--- config.mk ---
export PLATFORM = sky130hd
export DESIGN_NAME = pip_dp
export DESIGN_NICKNAME = d
export VERILOG_FILES = /design/src/pip_pkg.sv /design/src/pip_ram.sv /design/src/pip_dp.sv
export SDC_FILE = /design/constraint.sdc
export NUM_CORES = 2
export LEC_CHECK = 0
export ABC_AREA = 1
export BUFFER_PORTS_ARGS = -buffer_cell sky130_fd_sc_hd__buf_4
export CORE_MARGIN = 5
export CORE_UTILIZATION = 45
export DETAILED_ROUTE_END_ITERATION = 6
export PLACE_DENSITY_LB_ADDON = 0.08
export SLEW_MARGIN = 30
export SYNTH_ARGS = -nofsm -noshare
export SYNTH_HDL_FRONTEND = slang
export SYNTH_HIERARCHICAL = 1
export SYNTH_SLANG_ARGS = --single-unit
export TNS_END_PERCENT = 30
--- constraint.sdc ---
create_clock -name clock -period 11.1 [get_ports clock]
set_clock_uncertainty 0.1 [all_clocks]
set_input_delay 0 -clock clock [delete_from_list [all_inputs] [get_ports clock]]
set_output_delay 0 -clock clock [all_outputs]
set_load 0.01 [all_outputs]
--- src/pip_pkg.sv ---
// ----------------------------------------------------------------------------
// pip_pkg
// Shared constants, codes and controller/datapath link types for the
// point-in-polygon crossing-number block.
// ----------------------------------------------------------------------------
package pip_pkg;

   localparam int DEF_MAX_VERTICES   = 16;
   localparam int DEF_COORD_WIDTH    = 16;

   localparam int VERTEX_COUNT_WIDTH = 5;
   localparam int VERTEX_INDEX_WIDTH = 4;
   localparam logic [VERTEX_COUNT_WIDTH-1:0] VERTEX_COUNT_RESET = 5'd3;

   // request codes
   localparam logic REQ_LOAD  = 1'b0;
   localparam logic REQ_QUERY = 1'b1;

   // APB register map (word index taken from paddr[2])
   localparam int CSR_ADDR_WIDTH = 3;
   localparam int CSR_DATA_WIDTH = 32;
   localparam logic CSR_IDX_VERTEX_COUNT = 1'b0;

   typedef struct packed {
      logic write;     // store the incoming vertex
      logic start;     // query accepted: capture point, clear parity
      logic issue;     // vertex read issued this cycle
      logic first;     // this read primes the previous-vertex register
      logic load_out;  // copy parity into the result register
   } pip_cmd_type;

   typedef struct packed {
      logic busy;      // edge pipeline still holds work
   } pip_stat_type;

endpackage

--- src/pip_ram.sv ---
// ----------------------------------------------------------------------------
// pip_ram
// Generic single-write, single-read RAM with registered read data.
// ----------------------------------------------------------------------------
module pip_ram #(
   parameter int WIDTH = 32,
   parameter int DEPTH = 16
) (
   input  logic                     clock,
   input  logic                     wr_en,
   input  logic [$clog2(DEPTH)-1:0] wr_addr,
   input  logic [WIDTH-1:0]         wr_data,
   input  logic                     rd_en,
   input  logic [$clog2(DEPTH)-1:0] rd_addr,
   output logic [WIDTH-1:0]         rd_data
);
   logic [WIDTH-1:0] mem [DEPTH];
   logic [WIDTH-1:0] rd_data_ff;

   always_ff @(posedge clock) begin
      if (wr_en) begin
         mem[wr_addr] <= wr_data;
      end
      if (rd_en) begin
         rd_data_ff <= mem[rd_addr];
      end
   end

   assign rd_data = rd_data_ff;
endmodule

--- src/pip_dp.sv ---
// ----------------------------------------------------------------------------
// pip_dp
// Edge datapath: vertex store, previous-vertex register, difference stage,
// product stage and parity compare stage.
// ----------------------------------------------------------------------------
module pip_dp
   import pip_pkg::*;
#(
   parameter int MAX_VERTICES = DEF_MAX_VERTICES,
   parameter int COORD_WIDTH  = DEF_COORD_WIDTH
) (
   input  logic                            clock,
   input  logic                            reset,
   input  pip_cmd_type                     cmd,
   input  logic [$clog2(MAX_VERTICES)-1:0] rd_addr,
   input  logic [VERTEX_INDEX_WIDTH-1:0]   vertex_index,
   input  logic signed [COORD_WIDTH-1:0]   point_x,
   input  logic signed [COORD_WIDTH-1:0]   point_y,
   output pip_stat_type                    stat,
   output logic                            inside_res
);
   localparam int AW = $clog2(MAX_VERTICES);
   localparam int DW = COORD_WIDTH + 1;
   localparam int PW = 2 * DW;

   logic [2*COORD_WIDTH-1:0]      rd_data;
   logic signed [COORD_WIDTH-1:0] cur_x, cur_y;

   logic signed [COORD_WIDTH-1:0] px_ff, py_ff, prev_x_ff, prev_y_ff;
   logic                          rd_v_ff, rd_first_ff;
   logic                          s1_v_ff, s2_v_ff, s2_neg_ff;
   logic signed [DW-1:0]          s1_dy_ff, s1_dx_ff, s1_a_ff, s1_b_ff;
   logic signed [DW-1:0]          dy_in, dx_in, a_in, b_in;
   logic signed [PW-1:0]          prod_l, prod_r, s2_pl_ff, s2_pr_ff;
   logic                          straddle, hit;
   logic                          parity_ff, parity_in;
   logic                          inside_res_ff;

   pip_ram #(.WIDTH(2 * COORD_WIDTH), .DEPTH(MAX_VERTICES)) u_store (
      .clock   (clock),
      .wr_en   (cmd.write),
      .wr_addr (AW'(vertex_index)),
      .wr_data ({point_x, point_y}),
      .rd_en   (cmd.issue),
      .rd_addr (rd_addr),
      .rd_data (rd_data)
   );

   assign cur_x = rd_data[2*COORD_WIDTH-1:COORD_WIDTH];
   assign cur_y = rd_data[COORD_WIDTH-1:0];

   // edge j -> i, j held in prev_*
   assign straddle = (cur_y > py_ff) != (prev_y_ff > py_ff);
   assign dy_in    = DW'(prev_y_ff) - DW'(cur_y);
   assign dx_in    = DW'(prev_x_ff) - DW'(cur_x);
   assign a_in     = DW'(px_ff) - DW'(cur_x);
   assign b_in     = DW'(py_ff) - DW'(cur_y);

   assign prod_l = s1_a_ff * s1_dy_ff;
   assign prod_r = s1_dx_ff * s1_b_ff;

   // dy > 0: a*dy < dx*b ; dy < 0: a*dy > dx*b
   assign hit       = s2_neg_ff ? (s2_pl_ff > s2_pr_ff) : (s2_pl_ff < s2_pr_ff);
   assign parity_in = cmd.start ? 1'b0 : (parity_ff ^ (s2_v_ff & hit));

   always_ff @(posedge clock) begin
      if (reset) begin
         rd_v_ff   <= 1'b0;
         s1_v_ff   <= 1'b0;
         s2_v_ff   <= 1'b0;
         parity_ff <= 1'b0;
      end else begin
         rd_v_ff   <= cmd.issue;
         s1_v_ff   <= rd_v_ff & ~rd_first_ff & straddle;
         s2_v_ff   <= s1_v_ff;
         parity_ff <= parity_in;
      end
   end

   always_ff @(posedge clock) begin
      if (cmd.start) begin
         px_ff <= point_x;
         py_ff <= point_y;
      end
      if (cmd.issue) begin
         rd_first_ff <= cmd.first;
      end
      if (rd_v_ff) begin
         prev_x_ff <= cur_x;
         prev_y_ff <= cur_y;
         s1_dy_ff  <= dy_in;
         s1_dx_ff  <= dx_in;
         s1_a_ff   <= a_in;
         s1_b_ff   <= b_in;
      end
      if (s1_v_ff) begin
         s2_pl_ff  <= prod_l;
         s2_pr_ff  <= prod_r;
         s2_neg_ff <= s1_dy_ff[DW-1];
      end
      if (cmd.load_out) begin
         inside_res_ff <= parity_ff;
      end
   end

   assign stat.busy  = rd_v_ff | s1_v_ff | s2_v_ff;
   assign inside_res = inside_res_ff;

`ifndef SYNTHESIS
   // parity moves only on a counted edge or a new query
   a_parity_quiet: assert property (@(posedge clock) disable iff (reset)
      (!s2_v_ff && !cmd.start) |=> $stable(parity_ff))
      else $error("parity changed without an edge result");
`endif
endmodule

======== Word level (Yosys, flattened, before mapping) ========
Memory sizes are Yosys's and may differ from the RTL's. A register that Yosys moved wholly into a read port is not among the register bits.
Index checks and enable logic that the tools add are counted.
storage, ports and cells
  latch bits .............................. 0
  input port bits ......................... 47
  bits in read-only memories .............. 0
  output and inout bits ................... 2
  register bits after elaboration ......... 207
  memories kept ........................... 1
  bits in writable memories ............... 512
memory list
  memory       words  width  read ports  clocked after memory_dff  wr ports  RTL line       RTL
  u_store.mem  16     32     1           1                         1         pip_ram.sv:17  logic [WIDTH-1:0] mem [DEPTH];
cells by class
  $add $sub $neg .......................... 4
  divide/modulo/power cells ............... 0
  multiplexer cells ....................... 3
  bitwise gates (word level) .............. 7
  multipliers ............................. 2
  order comparisons ....................... 4
  reductions and logical operators ........ 1
  equality and inequality tests ........... 1
  shift operators ......................... 0
operators with widths
  kind                                            number
  17-bit by 17-bit multiplier with 34-bit output  2
  16-bit by 16-bit subtractor with 17-bit output  4
  34-bit greater-than comparator                  1
  34-bit < comparator                             1
  16-bit greater-than comparator                  2
  1-bit bitwise AND                               3
  1-bit 2-to-1 mux                                3
  1-bit bitwise OR                                2
  2-bit OR reduction                              1
  1-bit inequality test                           1
  1-bit inverter                                  1
  1-bit XOR                                       1

======== Longest topological paths before layout ========
  depth after elaboration ................. 4
  gate-level depth with buffers ........... 30

======== Modules after synthesis ========
Netlist, hierarchy kept.
by module, submodules not included
  module   sequential area each (sq um)  cells an instance  area an instance (sq um)  times used
  pip_dp   6175.9                        3734               33154.3                   1
  pip_ram  16335.7                       2120               23050.9                   1

======== Worst setup path before layout ========
No wires, ideal clock.
  kind .................................... flip-flop to flip-flop
  start ................................... register s1_a_ff[16]
  end ..................................... register s2_pl_ff[29] (data pin)
  slack ................................... 5.294 ns
  cell stages (with the launch flop) ...... 19
  arrival ................................. 5.447 ns
  path buffers ............................ 2
  cell sequence ........................... edfxtp_1 clkbuf_1 clkbuf_1 nand2_1 fa_1 inv_1 fa_1 fa_1 fa_1 fa_1 inv_1 fa_1 inv_1 ha_1 a21oi_1 o21ai_0 a221oi_1 nand2_1 xor2_1
on the way
  longest elaborated chain between the ends .. 1
ends and longest elaborated chain
  element                                         RTL line      RTL
  start, declared                                 pip_dp.sv:32  logic signed [DW-1:0] s1_dy_ff, s1_dx_ff, s1_a_ff, s1_b_ff;
  start signal, assigned                          pip_dp.sv:93  s1_a_ff <= a_in;
  17-bit by 17-bit multiplier with 34-bit output  pip_dp.sv:59  assign prod_l = s1_a_ff * s1_dy_ff;
  via prod_l[29]                                  pip_dp.sv:34  logic signed [PW-1:0] prod_l, prod_r, s2_pl_ff, s2_pr_ff;
  end signal, assigned                            pip_dp.sv:97  s2_pl_ff <= prod_l;
  end, declared                                   pip_dp.sv:34
The timed path passes the listed nets, and every way through them passes these cells.
A chain may end at the register's enable or synchronous reset.

======== Final worst setup path ========
  start ................................... register s1_b_ff[2]
  end ..................................... register s2_pr_ff[28] (data pin)
on the way
  longest elaborated chain between the ends .. 1
ends and longest elaborated chain
  element                                         RTL line      RTL
  start, declared                                 pip_dp.sv:32
  start signal, assigned                          pip_dp.sv:94  s1_b_ff <= b_in;
  17-bit by 17-bit multiplier with 34-bit output  pip_dp.sv:60  assign prod_r = s1_dx_ff * s1_b_ff;
  via prod_r[28]                                  pip_dp.sv:34
  end signal, assigned                            pip_dp.sv:98  s2_pr_ff <= prod_r;
  end, declared                                   pip_dp.sv:34
The timed path passes the listed nets, and every way through them passes these cells.

==> results.sh <==
export IMPL_status="completed"
export IMPL_wl_um=142000
export IMPL_syn2layout_area_growth_pct=8.60
export IMPL_setup_worst_path_class="reg2reg"
export IMPL_cp_num_buf_inv=3
export IMPL_cp_end_kind="register"
export IMPL_register_area_um2=22500
export IMPL_cp_cell_sequence="nand2_1 > inv_1 > fa_1 > fa_1 > fa_1 > fa_1 > fa_1 > inv_1 > fa_1 > inv_1 > ha_1 > nand2_1 > nor2_1 > and3_1 > nand4_1 > nand3_2 > nand3_1 > nand2_1 > nand2_1 > nand2_1 > xor2_1"
export IMPL_numCtsBuffers=84
export IMPL_ys_ff_latch=751
export IMPL_finalCritPeriodShare_pct=58.4
export IMPL_ys_types=60
export IMPL_ys_top_cells_by_area="edfxtp_1 (40%), fa_1 (21%), nand2_1 (10%)"
export IMPL_required_ns=11.44
export IMPL_max_slew_worst_pin_slew_ns=0.975
export IMPL_yosysMostFrequentCell="nand2_1"
export IMPL_drt_initial_drc_count=2382
export IMPL_grt_overflow=0
export IMPL_synthMuxAreaShare_pct=0
export IMPL_finalSetupViolCount=0
export IMPL_rsz0062_at_grt="false"
export IMPL_worstPathMaxFanout=17
export IMPL_yosys_area_share_simple_pct=15.4
export IMPL_synth_xor_area_share_pct=1.90
export IMPL_fp_dieArea_um2=132000
export IMPL_mappedNetlistArea_um2=56200
export IMPL_synth_top_area_share_pct=39.9
export IMPL_synth_edf_count=747
export IMPL_drive_gt1_share_pct=5.00
export IMPL_hold_class="in2reg"
export IMPL_syn_nets=6782
export IMPL_grtUsageTotal_pct=21.9
export IMPL_cts_tree="done"
export IMPL_grt_pass1_wl_um=224000
export IMPL_nFillCells=11600
export IMPL_route_detailed_wl_per_inst_um=18.8
export IMPL_yosys_most_used_dff="edfxtp_1"
export IMPL_synth_compound_area_share_pct=3.01
export IMPL_synthArstFlopShare_pct=0
export IMPL_io_pins=49
export IMPL_cts_clk_slew_worst_paths_ns=0.06
export IMPL_die_y_um=363
export IMPL_ctsRootBufferMaster="clkbuf_16"
export IMPL_synth_fa_ha_area_share_pct=27.6
export IMPL_dr_pass1_iters=5
export IMPL_slew_headroom_pct=35.0
export IMPL_multiInputGateArea_um2=27000
export IMPL_hold_slack_ns=0.0616
export IMPL_fin_area_um2=61000
export IMPL_postCtsSetupRepairBufs=0
export IMPL_clk_latency_ns=0.67
export IMPL_fp_row_count=129
export IMPL_initial_core_util_pct=45.3
export IMPL_clock_sinks=751
export IMPL_yosys_warnings=6
export IMPL_numPortBuffers=48
export IMPL_cp_arrival_ns=6.83
export IMPL_fin_setup_tns_ns=0
export IMPL_htree_levels=3
export IMPL_synth_top_family_by_area="adder cells"
export IMPL_cap_viol_max_count=0
export IMPL_drc=0
export IMPL_fmax_mhz=154
export IMPL_ant_nets=0
export IMPL_slew_viol_final=0
export IMPL_cpMostUsedCell="fa_1"
export IMPL_final_nets=6759
export IMPL_hold_violations=0
export IMPL_gp_congestion=0.861
export IMPL_synth_yosys_seq_area_share_pct=40.1
export IMPL_avgSynthCellArea_um2=9.60
export IMPL_grt_pass1_vias=38000
export IMPL_cp_slowest_cell="fa_1"
export IMPL_synth_area_leader_cell="edfxtp_1"
export IMPL_slowest_delay_ns=0.74
export IMPL_die_x_um=363
export IMPL_post_drt_via_cell_ratio=4.91
export IMPL_grt_max_degree=177
export IMPL_cts_buffer_depth=3
export IMPL_vias=37000
export IMPL_synth_cells=5854
export IMPL_core_area_um2=124000
export IMPL_cts_resized=0
export IMPL_ys_top_cells_by_count="nand2_1 (1493), inv_1 (1481), edfxtp_1 (747)"
export IMPL_hpwl_um=97000
export IMPL_antenna_found_initial=6
export IMPL_fin_crit_ns=6.49
export IMPL_placed_area_um2=57800
export IMPL_cp_top_family="adder cells"
export IMPL_worstSetupStartpointType="register"
==> final cells by class <==
class | instances | share of cell area [%]
timing repair buffer | 130 | 1.81
multi-input combinational | 3377 | 44.3
antenna | 4 | 0.0164
clock inverter | 54 | 0.869
sequential | 751 | 36.9
clock buffer | 101 | 3.62
tap | 1637 | 3.36
inverter | 1487 | 9.17
==> layer usage <==
layer / wire length (µm) / share of wire, % / global-route usage [%]
met2: 68200 / 48 / 37.3
met3: 5910 / 4.2 / 2.31
met5: 34 / 0.024 / 0
met1: 64300 / 45 / 30.5
met4: 3340 / 2.4 / 5.25
==> worst min-delay path, stage by stage <==
cell     delay (ns)
buf_4          0.10
nor2_1         0.03
nand2_1        0.29
nor2_4         0.19
==> kinds of logic (layout without fill, tap and decap cells) <==
family | after synthesis | after routing
buf+inv | 1726 | 1772
compound gates | 271 | 271
flops | 751 | 751
other cells | 0 | 4
simple gates | 2104 | 2104
xor+xnor | 121 | 121
fa+ha+maj | 881 | 881
==> registers in the layout, summed over array words and instances (netlist names) <==
signal           count
u_store/mem        512
s2_pl_ff            34
s2_pr_ff            34
u_store/rd_data     32
s1_a_ff             17
s1_b_ff             17
s1_dx_ff            17
s1_dy_ff            17
prev_x_ff           16
prev_y_ff           16
px_ff               16
py_ff               16
inside_res           1
parity_ff            1
rd_first_ff          1
rd_v_ff              1
s1_v_ff              1
s2_neg_ff            1
s2_v_ff              1
==> path summary, 6_finish.rpt <==
check | start | endpoint | slack (ns) | cells after the start
setup / recovery | s1_b_ff[2]$_DFFE_PP_ | s2_pr_ff[28]$_DFFE_PP_ | 4.61 | 21
setup reg to reg | s1_b_ff[2]$_DFFE_PP_ | s2_pr_ff[28]$_DFFE_PP_ | 4.61 | 21
hold reg to reg | u_store/rd_data[25]$_DFFE_PP_ | prev_x_ff[9]$_DFFE_PP_ | 0.34 | 0
hold / removal | vertex_index[3] | u_store/mem[1][9]$_DFFE_PP_ | 0.06 | 4
==> metrics by stage <==
step,utilization [%],setup WS [ns],instances
final,49.2,4.61,7541
after global routing,49.2,4.32,7538
after CTS,49.2,4.61,7537
after detailed placement,46.7,4.63,7337
after global placement,46.7,4.64,7337
after floorplan,-,5.29,5854
==> what timing repair did <==
action,CTS,global route
hold endpoints to repair,644,0
hold buffers,45,0
endpoints found under the setup margin,0,0
==> placed cells by master, fill, tap and decap left out, types with 9 or more instances in the layout <==
cell	synthesis	layout
nor2_1	113	97
a21oi_2	11	11
a21o_1	14	14
dlygate4sd3_1	0	45
xnor2_1	45	45
clkbuf_16	0	85
inv_1	1481	1480
or2_2	9	9
o21ai_2	12	12
clkinv_1	1	22
xor2_1	75	75
nor3_1	16	16
fa_1	596	596
nor2_4	0	16
buf_4	6	81
o21ai_1	10	10
clkinv_2	0	13
nand2_1	1493	1493
clkbuf_1	147	14
edfxtp_1	747	747
ha_1	285	285
a21oi_1	124	124
o21ai_0	47	47
nand3_1	425	425
nand2_2	9	9
nand4_1	15	15
Power is not shown: default switching activity piles up to over one toggle a cycle in this logic, so the estimate is an artifact.
